==> config.mk <==
export PLATFORM = sky130hd
export DESIGN_NAME = binary_to_decimal_ascii_top
export DESIGN_NICKNAME = d
export VERILOG_FILES = /design/src/b2da_pkg.sv /design/src/b2da_datapath.sv /design/src/b2da_ctrl.sv /design/src/binary_to_decimal_ascii_top.sv
export VERILOG_INCLUDE_DIRS = /design/src /design/src/src
export SDC_FILE = /design/constraint.sdc
export NUM_CORES = 1
export LEC_CHECK = 0
export BUFFER_PORTS_ARGS = -buffer_cell sky130_fd_sc_hd__buf_2
export CAP_MARGIN = 20
export CORE_UTILIZATION = 40
export CTS_CLUSTER_SIZE = 10
export DETAILED_ROUTE_END_ITERATION = 10
export SLEW_MARGIN = 10
export SYNTH_ARGS = -nofsm -noshare
export SYNTH_HDL_FRONTEND = slang
export SYNTH_SLANG_ARGS = --single-unit
==> constraint.sdc <==
create_clock -name clk -period 4.44 [get_ports clk]
set_input_delay 0.888 -clock clk [delete_from_list [all_inputs] [get_ports clk]]
set_output_delay 0.888 -clock clk [all_outputs]
set_load 0.02 [all_outputs]
==> src/binary_to_decimal_ascii_top_assert.svh <==
// Assertion macros shared by the converter modules.
// Each expects clk and rst_n in the enclosing module.
`ifndef BINARY_TO_DECIMAL_ASCII_TOP_ASSERT_SVH
`define BINARY_TO_DECIMAL_ASCII_TOP_ASSERT_SVH

// Consequent must hold in the same cycle as the antecedent.
`define B2DA_ASSERT_NOW(lbl, ante, cons, msg) \
  lbl: assert property (@(posedge clk) disable iff (!rst_n) (ante) |-> (cons)) \
    else $error(msg);

// Consequent must hold in the cycle after the antecedent.
`define B2DA_ASSERT_NEXT(lbl, ante, cons, msg) \
  lbl: assert property (@(posedge clk) disable iff (!rst_n) (ante) |=> (cons)) \
    else $error(msg);

`endif

==> src/b2da_pkg.sv <==
`timescale 1ns / 1ps
`default_nettype none

package b2da_pkg;

  localparam int BIN_W          = 32;
  localparam int SGN_W          = 16;
  localparam int BIT_CNT_W      = $clog2(BIN_W);
  localparam int MAX_DIGITS_DEF = 10;
  localparam int CHAR_W         = 7;
  localparam int TDATA_OUT_W    = 8;

  localparam logic [CHAR_W-1:0] ASCII_ZERO  = 7'h30;
  localparam logic [CHAR_W-1:0] ASCII_MINUS = 7'h2D;

  // Commands from the controller to the datapath
  typedef struct packed {
    logic load;
    logic dabble;
    logic shift_digit;
    logic sel_sign;
  } b2da_cmd_t;

  // Status from the datapath to the controller
  typedef struct packed {
    logic conv_last;
    logic top_zero;
    logic digit_last;
    logic neg;
  } b2da_sts_t;

endpackage

`default_nettype wire

==> src/b2da_datapath.sv <==
`timescale 1ns / 1ps
`default_nettype none
`include "binary_to_decimal_ascii_top_assert.svh"

module b2da_datapath #(
  parameter int MAX_DIGITS = b2da_pkg::MAX_DIGITS_DEF
) (
  input  wire logic                          clk,
  input  wire logic                          rst_n,
  input  wire b2da_pkg::b2da_cmd_t           cmd,
  output      b2da_pkg::b2da_sts_t           sts,
  input  wire logic [b2da_pkg::BIN_W-1:0]    in_number,
  input  wire logic                          in_is_signed,
  output      logic [b2da_pkg::CHAR_W-1:0]   character
);
  import b2da_pkg::*;

  localparam int BCD_W  = 4 * MAX_DIGITS;
  localparam int DCNT_W = $clog2(MAX_DIGITS + 1);

  logic [BIN_W-1:0]     bin_r, bin_nxt;
  logic [BCD_W-1:0]     bcd_r, bcd_nxt, bcd_adj;
  logic [BIT_CNT_W-1:0] bit_cnt_r, bit_cnt_nxt;
  logic [DCNT_W-1:0]    dig_cnt_r, dig_cnt_nxt;
  logic                 neg_r, neg_nxt;
  logic [SGN_W-1:0]     v16;
  logic [SGN_W:0]       mag_s;
  logic [BIN_W-1:0]     mag;
  logic                 mag_neg;
  logic [3:0]           top_digit;

  // Form the magnitude; a negative 16-bit value is negated in 17 bits
  always_comb begin
    v16     = in_number[SGN_W-1:0];
    mag_s   = {1'b1, {SGN_W{1'b0}}} - {1'b0, v16};
    mag_neg = in_is_signed && v16[SGN_W-1];
    if (mag_neg) begin
      mag = BIN_W'(mag_s);
    end else if (in_is_signed) begin
      mag = BIN_W'(v16);
    end else begin
      mag = in_number;
    end
  end

  // Add three to every digit of five or more before the shift
  always_comb begin
    for (int d = 0; d < MAX_DIGITS; d++) begin
      bcd_adj[4*d +: 4] = (bcd_r[4*d +: 4] >= 4'd5) ? bcd_r[4*d +: 4] + 4'd3
                                                     : bcd_r[4*d +: 4];
    end
  end

  // Next values of the datapath registers
  always_comb begin
    bin_nxt     = bin_r;
    bcd_nxt     = bcd_r;
    bit_cnt_nxt = bit_cnt_r;
    dig_cnt_nxt = dig_cnt_r;
    neg_nxt     = neg_r;
    priority if (cmd.load) begin
      bin_nxt     = mag;
      bcd_nxt     = '0;
      bit_cnt_nxt = '0;
      dig_cnt_nxt = DCNT_W'(MAX_DIGITS);
      neg_nxt     = mag_neg;
    end else if (cmd.dabble) begin
      bin_nxt     = {bin_r[BIN_W-2:0], 1'b0};
      bcd_nxt     = {bcd_adj[BCD_W-2:0], bin_r[BIN_W-1]};
      bit_cnt_nxt = bit_cnt_r + 1'b1;
    end else if (cmd.shift_digit) begin
      bcd_nxt     = {bcd_r[BCD_W-5:0], 4'h0};
      dig_cnt_nxt = dig_cnt_r - 1'b1;
    end else begin
      // hold everything
      bin_nxt     = bin_r;
    end
  end

  always_ff @(posedge clk) begin
    bin_r <= bin_nxt;
    bcd_r <= bcd_nxt;
    if (!rst_n) begin
      bit_cnt_r <= '0;
      dig_cnt_r <= DCNT_W'(MAX_DIGITS);
      neg_r     <= 1'b0;
    end else begin
      bit_cnt_r <= bit_cnt_nxt;
      dig_cnt_r <= dig_cnt_nxt;
      neg_r     <= neg_nxt;
    end
  end

  // Status, and the character of the leading digit or the minus sign
  assign top_digit      = bcd_r[BCD_W-1 -: 4];
  assign sts.conv_last  = (bit_cnt_r == BIT_CNT_W'(BIN_W - 1));
  assign sts.top_zero   = (top_digit == 4'h0);
  assign sts.digit_last = (dig_cnt_r == DCNT_W'(1));
  assign sts.neg        = neg_r;
  assign character      = cmd.sel_sign ? ASCII_MINUS
                                       : ASCII_ZERO + CHAR_W'(top_digit);

  `B2DA_ASSERT_NOW(dp_keep_last_digit, cmd.shift_digit, dig_cnt_r > DCNT_W'(1), "shift past last digit")
  `B2DA_ASSERT_NOW(dp_digit_cnt_live, 1'b1, dig_cnt_r != '0, "digit count reached zero")
  `B2DA_ASSERT_NEXT(dp_load_clear, cmd.load, (bcd_r == '0) && (bit_cnt_r == '0), "load left digits set")

endmodule

`default_nettype wire

==> src/b2da_ctrl.sv <==
`timescale 1ns / 1ps
`default_nettype none
`include "binary_to_decimal_ascii_top_assert.svh"

module b2da_ctrl (
  input  wire logic                 clk,
  input  wire logic                 rst_n,
  input  wire logic                 in_tvalid,
  output      logic                 in_tready,
  output      logic                 out_tvalid,
  input  wire logic                 out_tready,
  output      logic                 out_tlast,
  output      b2da_pkg::b2da_cmd_t  cmd,
  input  wire b2da_pkg::b2da_sts_t  sts
);
  import b2da_pkg::*;

  typedef enum logic [4:0] {
    S_IDLE  = 5'b00001,
    S_CONV  = 5'b00010,
    S_SKIP  = 5'b00100,
    S_SIGN  = 5'b01000,
    S_DIGIT = 5'b10000
  } state_t;

  state_t state_r, state_nxt;

  // Handshake outputs follow the state
  assign in_tready  = (state_r == S_IDLE);
  assign out_tvalid = (state_r == S_SIGN) || (state_r == S_DIGIT);
  assign out_tlast  = (state_r == S_DIGIT) && sts.digit_last;

  // Commands to the datapath
  assign cmd.load        = (state_r == S_IDLE) && in_tvalid;
  assign cmd.dabble      = (state_r == S_CONV);
  assign cmd.shift_digit = ((state_r == S_SKIP) && sts.top_zero && !sts.digit_last) ||
                           ((state_r == S_DIGIT) && out_tready && !sts.digit_last);
  assign cmd.sel_sign    = (state_r == S_SIGN);

  // Advance through convert, skip leading zeros, sign, digits
  always_comb begin
    state_nxt = state_r;
    unique case (state_r)
      S_IDLE: begin
        if (in_tvalid) state_nxt = S_CONV;
      end
      S_CONV: begin
        if (sts.conv_last) state_nxt = S_SKIP;
      end
      S_SKIP: begin
        if (!sts.top_zero || sts.digit_last) begin
          state_nxt = sts.neg ? S_SIGN : S_DIGIT;
        end
      end
      S_SIGN: begin
        if (out_tready) state_nxt = S_DIGIT;
      end
      S_DIGIT: begin
        if (out_tready && sts.digit_last) state_nxt = S_IDLE;
      end
      default: state_nxt = S_IDLE;
    endcase
  end

  always_ff @(posedge clk) begin
    if (!rst_n) begin
      state_r <= S_IDLE;
    end else begin
      state_r <= state_nxt;
    end
  end

  `B2DA_ASSERT_NEXT(ctl_accept_conv, in_tvalid && in_tready, state_r == S_CONV, "accept did not start conversion")
  `B2DA_ASSERT_NEXT(ctl_conv_done, (state_r == S_CONV) && sts.conv_last, state_r == S_SKIP, "conversion overran")
  `B2DA_ASSERT_NEXT(ctl_final_idle, out_tvalid && out_tready && out_tlast, state_r == S_IDLE, "no idle after last")

endmodule

`default_nettype wire

==> src/binary_to_decimal_ascii_top.sv <==
// Sequence: the number is accepted, then converted by double dabble, then each
// suppressed leading zero (up to MAX_DIGITS-1) is skipped before the first character
// is offered. Throughput: one character per cycle while out_tready is high; the
// block handles one number at a time.
// Reset (synchronous, rst_n low) returns the controller to idle and resets counters.
`timescale 1ns / 1ps
`default_nettype none

module binary_to_decimal_ascii_top #(
  parameter int MAX_DIGITS = b2da_pkg::MAX_DIGITS_DEF
) (
  input  wire logic                               clk,
  input  wire logic                               rst_n,
  input  wire logic                               in_tvalid,
  output      logic                               in_tready,
  input  wire logic [b2da_pkg::BIN_W-1:0]         in_tdata,   // [31:0] number
  input  wire logic                               in_tuser,   // [0] is_signed
  output      logic                               out_tvalid,
  input  wire logic                               out_tready,
  output      logic [b2da_pkg::TDATA_OUT_W-1:0]   out_tdata,  // [6:0] character, [7] zero
  output      logic                               out_tlast
);
  import b2da_pkg::*;

  b2da_cmd_t         cmd;
  b2da_sts_t         sts;
  logic [CHAR_W-1:0] character;

  b2da_ctrl u_ctrl (
    .clk        (clk),
    .rst_n      (rst_n),
    .in_tvalid  (in_tvalid),
    .in_tready  (in_tready),
    .out_tvalid (out_tvalid),
    .out_tready (out_tready),
    .out_tlast  (out_tlast),
    .cmd        (cmd),
    .sts        (sts)
  );

  b2da_datapath #(
    .MAX_DIGITS (MAX_DIGITS)
  ) u_datapath (
    .clk          (clk),
    .rst_n        (rst_n),
    .cmd          (cmd),
    .sts          (sts),
    .in_number    (in_tdata),
    .in_is_signed (in_tuser),
    .character    (character)
  );

  // Pad the character to a whole byte
  assign out_tdata = {{(TDATA_OUT_W - CHAR_W){1'b0}}, character};

endmodule

`default_nettype wire

== After elaboration in Yosys (flattened, before gate mapping) ==
Cells that the tools add are included.
Word-level totals
  register bits: 87
  bits of input ports: 37
  output and inout bits: 11
  word-level logic and storage cells: 87
Operators by class
  $add $sub $neg: 14
  $lt $le $gt $ge: 10
  equal/unequal tests: 12
  muxes and demuxes: 24
  bitwise logic cells: 2
  reductions and logical operators: 19
Operators with widths (count)
  two-way mux 32 bit: 4
  two-way mux 40 bit: 2
  greater-or-equal comparator 4 x 3 -> 1 bit, second input constant: 10
  adder 4 x 2 -> 4 bit, second input constant: 9
  two-way mux 4 bit: 9
  two-way mux 5 bit: 6
  case mux 5 bit (5 select lines): 1
  subtractor 17 x 16 -> 17 bit, first input constant: 1
  equality test 5 bit, second input constant: 2
  logical AND 1 bit: 8
  != test 2 bit, second input constant: 4
  adder 6 x 4 -> 7 bit, first input constant: 1
  two-way mux 7 bit: 1
  adder 5 x 1 -> 5 bit, second input constant: 1
  equality test 5 x 1 -> 1 bit, second input constant: 1
  equality test 5 x 2 -> 1 bit, second input constant: 1
  equality test 5 x 3 -> 1 bit, second input constant: 1
  equality test 5 x 4 -> 1 bit, second input constant: 1
  AND reduction 5 bit: 1
  equality test 4 x 1 -> 1 bit, second input constant: 1
  logical NOT 4 bit: 1
  nonzero test 2 bit: 2
  subtractor 4 x 1 -> 4 bit, second input constant: 1
  adder 3 x 2 -> 3 bit, second input constant: 1
  other kinds (7): 11

== Longest topological paths before layout ==
  word-level depth: 6
  depth in mapped cells: 9
  gate-level depth less buffers: 8

== Hierarchy ==
Synthesis repeated with hierarchy kept, for this count alone.
Unflattened totals
  cell total of the unflattened synthesis: 599
  area, all modules: 5212.5 um^2
By module, submodules not included
  b2da_datapath: instances 1, cells each 543, area an instance 4784.6 um^2, sequential area each 1961.9 um^2
  b2da_ctrl: instances 1, cells each 54, area an instance 416.6 um^2, sequential area each 100.1 um^2
  binary_to_decimal_ascii_top: instances 1, cells each 2, area an instance 11.3 um^2, sequential area each 0.0 um^2

== Worst setup path before layout ==
No wires, ideal clock.
  path type: input to register
  start point: in in_tvalid
  end point: reg u_datapath.bin_r[0], enable pin
  library setup time: 0.478 ns
  data arrival time: 2.138 ns
  data required time: 3.962 ns
  setup slack: 1.824 ns
  cell stages on the path: 4
  buffers on the path: 2
  path through: nand4_1 clkbuf_1 clkbuf_1 nand2_1
Between the ends
  word-level cells in the longest chain between the ends: 2
RTL lines
  from (decl): RTL line binary_to_decimal_ascii_top.sv:14  | input wire logic in_tvalid,
  logical AND 1 bit: RTL line b2da_ctrl.sv:34  | assign cmd.load = (state_r == S_IDLE) && in_tvalid;
  nonzero test 2 bit (no source line)
  to (signal assigned): RTL line b2da_datapath.sv:81  | bin_r <= bin_nxt;
  to (decl): RTL line b2da_datapath.sv:21  | logic [BIN_W-1:0] bin_r, bin_nxt;
No other way between the ends.
A chain may end at the register's enable or synchronous reset.

== Final worst setup path ==
  start point: reg u_datapath.dig_cnt_r[1]
  end point: reg u_datapath.bcd_r[6]
Between the ends
  word-level cells in the longest chain between the ends: 5
  elaborated cells on any way between the ends: 6
  those cells by class: eq/ne: 1; reduce/logical: 5
RTL lines
  from (decl): RTL line b2da_datapath.sv:24  | logic [DCNT_W-1:0] dig_cnt_r, dig_cnt_nxt;
  from (signal assigned): RTL line b2da_datapath.sv:85  | dig_cnt_r <= DCNT_W'(MAX_DIGITS);
  from (signal assigned): RTL line b2da_datapath.sv:89  | dig_cnt_r <= dig_cnt_nxt;
  equality test 4 x 1 -> 1 bit (*): RTL line b2da_datapath.sv:98  | assign sts.digit_last = (dig_cnt_r == DCNT_W'(1));
  logical NOT 1 bit (*): RTL line b2da_ctrl.sv:36, b2da_ctrl.sv:37
  logical AND 1 bit (on tied branches): RTL line b2da_ctrl.sv:36, b2da_ctrl.sv:37
  logical OR 1 bit (*): RTL line b2da_ctrl.sv:36  | assign cmd.shift_digit = ((state_r == S_SKIP) && sts.top_zero && !sts.digit_last) ||
  nonzero test 2 bit (no source line) (*)
  to (signal assigned): RTL line b2da_datapath.sv:82  | bcd_r <= bcd_nxt;
  to (decl): RTL line b2da_datapath.sv:22  | logic [BCD_W-1:0] bcd_r, bcd_nxt, bcd_adj;
Mark *: on every way between the ends. The rest lies on a longest branch, timed or not.

==> flow_summary_export.csv <==
group,metric,value,unit
cells_and_area,area_delta_synth_final,11.6,%
cells_and_area,stdcell_area,5800,µm²
floorplan,row_count,41,
clock_network,htreeDepth,3,
cells_and_area,fill_cells,1269,
yosys,syn_area,5190,µm²
setup_path,worstPathRequired,4700,ps
global_route,overflow,0,
clock_network,clockRootBuffer,"clkbuf_16",
routing,ant_nets,0,
yosys,yosysTopAreaCellShare,0.212,
yosys,synth_edf_count,32,
setup_path,r2r-start,"u_datapath.dig_cnt_r[1]",
setup_path,critical_path.max_fanout,32,
routing,drtPass1Iterations,4,
timing,tns,0,ps
setup_path,end_kind,"register",
yosys,synth_largest_area_cell,"dfxtp_1",
clock_network,cts_tree,"done",
timing,worst_pin_slew,766,ps
pwr,internal_power,1.47,mW
worst_hold_path,hold_class,"register to register",
cells_and_area,drive_gt1_frac,0.117,
outcome,status,"finished clean",
timing,finalHoldViolations,0,
setup_path,critPathLaunch,"u_datapath.dig_cnt_r[1]",
place,port_buffers,44,
yosys,synthFlopType,"dfxtp_1",
yosys,ys_types,54,
place,hpwl,7420,µm
clock_network,cts_sinks,87,
setup_path,startpoint_type,"register",
setup_path,path_class,"register to register",
yosys,ys_ff_latch,87,
floorplan,die_h,116,µm
setup_path,worstPathArrival,3000,ps
timing,fin_skew,6.65,ps
run,cap_violations,0,
floorplan,start_util,0.411,
pwr,p_per_area,336,nW/µm²
global_route,grt_max_degree,67,
pwr,seqPwrFrac,0.477,
clock_network,path_clk_slew,60,ps
pwr,swShare,0.244,
timing,setup_viol,0,
global_route,use_met3,0.0214,
timing,rsz0062_at_grt,"false",
yosys,yosys_warnings,0,
floorplan,dieArea,13400,µm²
routing,vias,4330,
global_route,met1_usage,0.227,
cells_and_area,nets,699,
routing,drt-initial-drc-count,164,
routing,via_per_inst,5.33,
worst_hold_path,min-delay-start,"u_datapath.bit_cnt_r[4]",
pwr,power.leakage,2.07,nW
yosys,syn-instance-count,613,
timing,slew-limit-headroom,0.488,
yosys,synthArstFlopShare,0,
timing,slew_violations,0,
global_route,track_usage,0.179,
pwr,p_sw,0.475,mW
global_route,grt_pass1_vias,4155,
global_route,grt_pass1_wl,19200,µm
floorplan,num_io_pins,48,
yosys,synth_area_leaders,"dfxtp_1 (21%), edfxtp_1 (19%), nand2_1 (6.3%)",
routing,route.detailed.drc,0,
yosys,postSynthAreaPerCell,8.47,µm²
clock_network,clock_path_buffers,2,
floorplan,design.core.area,12600,µm²
routing,wl_per_cell,14.0,µm
clock_network,clk-insertion-delay-late,340,ps
pwr,clockPowerShare,0.409,
cells_and_area,antennaDiodeCount,0,
place,placed_area,5490,µm²
global_route,grtUsageMet2,0.309,
global_route,antenna_found_initial,0,
timing,finalCritPeriodShare,0.618,
floorplan,die_x,116,µm
place,gp_congestion,0.805,
timing,period_needed,2750,ps
pwr,vdd_ir_drop_max,0.187,mV
global_route,grt.busiest_layer,"met2",
yosys,ys_seq_area_frac,0.397,
clock_network,cts_setup_buffers,0,
timing,max_freq,0.364,GHz
routing,routed_wl,11300,µm
clock_network,cts_resized,0,
pwr,combPwrFrac,0.114,
clock_network,cts_buffers,9,
clock_network,hold_buffers,0,
==> placed cells by master (no fill, tap or decap), types with 4 or more instances in the layout <==
cell type	synthesis	routed
xnor2_1	16	16
a21oi_1	46	46
buf_4	9	8
nor2_1	26	26
o21ai_0	64	64
edfxtp_1	32	32
nor3b_1	12	12
dfxtp_1	55	55
o2bb2ai_1	7	7
nor3_1	7	7
nand3_1	7	7
and2_1	6	6
a221oi_1	7	7
xor2_1	24	24
ha_1	26	26
buf_2	12	44
o31ai_1	5	5
inv_1	32	32
nand2_1	87	87
or3_1	4	4
nand2b_1	31	31
a22oi_1	12	12
a31oi_1	18	18
clkbuf_16	0	9
o21ai_1	7	7
==> stage by stage <==
stage | util | cells | hold slack (ps) | worst slack, ps | power, mW
finish | 0.459 | 813 | 465 | 1690 | 1.95
detailed placement | 0.435 | 797 | 457 | 1670 | 1.17
floorplan | - | 614 | 441 | 1820 | 1.10
global placement | 0.435 | 797 | 446 | 1740 | 1.16
CTS | 0.459 | 813 | 465 | 1690 | 1.97
global route | 0.459 | 813 | 489 | 1490 | 2.03
==> cell usage after synthesis, types with 6 or more instances <==
| library cell | instances |
|---|---|
| nand2_1 | 87 |
| o21ai_0 | 64 |
| dfxtp_1 | 55 |
| a21oi_1 | 46 |
| edfxtp_1 | 32 |
| inv_1 | 32 |
| nand2b_1 | 31 |
| ha_1 | 26 |
| nor2_1 | 26 |
| xor2_1 | 24 |
| clkbuf_1 | 20 |
| a31oi_1 | 18 |
| xnor2_1 | 16 |
| a22oi_1 | 12 |
| buf_2 | 12 |
| nor3b_1 | 12 |
| buf_4 | 9 |
| a221oi_1 | 7 |
| nand3_1 | 7 |
| nor3_1 | 7 |
| o21ai_1 | 7 |
| o2bb2ai_1 | 7 |
| and2_1 | 6 |
==> layout make-up <==
class                      count  area, µm²  share of cell area
clock buffer                  12        238              0.0410
clock inverter                 4       70.1              0.0121
inverter                      32        120              0.0207
multi-input combinational    454       2810               0.485
sequential                    87       2060               0.356
tap                          172        215              0.0371
timing repair buffer          52        280              0.0484
==> metal layers <==
metal,vias up,part of all wire
met5,-,0
met4,0,0.014
met1,2068,0.48
met3,10,0.021
li1,2196,-
met2,56,0.48
==> power groups by stage <==
stage                     logic, mW  registers [mW]  clock network [mW]
after global placement        0.217           0.944                   0
final                         0.222           0.930               0.797
after CTS                     0.223           0.930               0.816
after global routing          0.252           0.936               0.839
after floorplan               0.166           0.935                   0
after detailed placement      0.224           0.946                   0
==> state kept, by name, summed over array words and instances, names as in the netlist <==
| signal | count |
|---|---|
| u_datapath.bit_cnt_r | 5 |
| u_datapath.bin_r | 32 |
| u_datapath.bcd_r | 40 |
| u_ctrl.state_r | 5 |
| u_datapath.neg_r | 1 |
| u_datapath.dig_cnt_r | 4 |
==> cell families after synthesis <==
family | synth area share
xor+xnor | 0.0675
compound gates | 0.209
buf+inv | 0.0622
simple gates | 0.195
fa+ha+maj | 0.0627
other cells | 0.00145
flops | 0.397
mux | 0.00434
==> critical path, cell delays in order (launching register included) <==
cell and delay [ps]:
dfxtp_1 330, inv_1 80, ha_1 140, or3b_1 410, and4_1 210, buf_4 230
nor3_4 630, buf_4 380, nand2_1 80, a31oi_1 160
==> final timing paths <==
kind | slack (ps) | cells past startpoint | endpoint
hold / removal | 460 | 2 | u_datapath.bit_cnt_r[4]
hold reg to reg | 460 | 2 | u_datapath.bit_cnt_r[4]
setup reg to reg | 1690 | 9 | u_datapath.bcd_r[6]
setup / recovery | 1690 | 9 | u_datapath.bcd_r[6]
(Power assumes the default switching activity.)
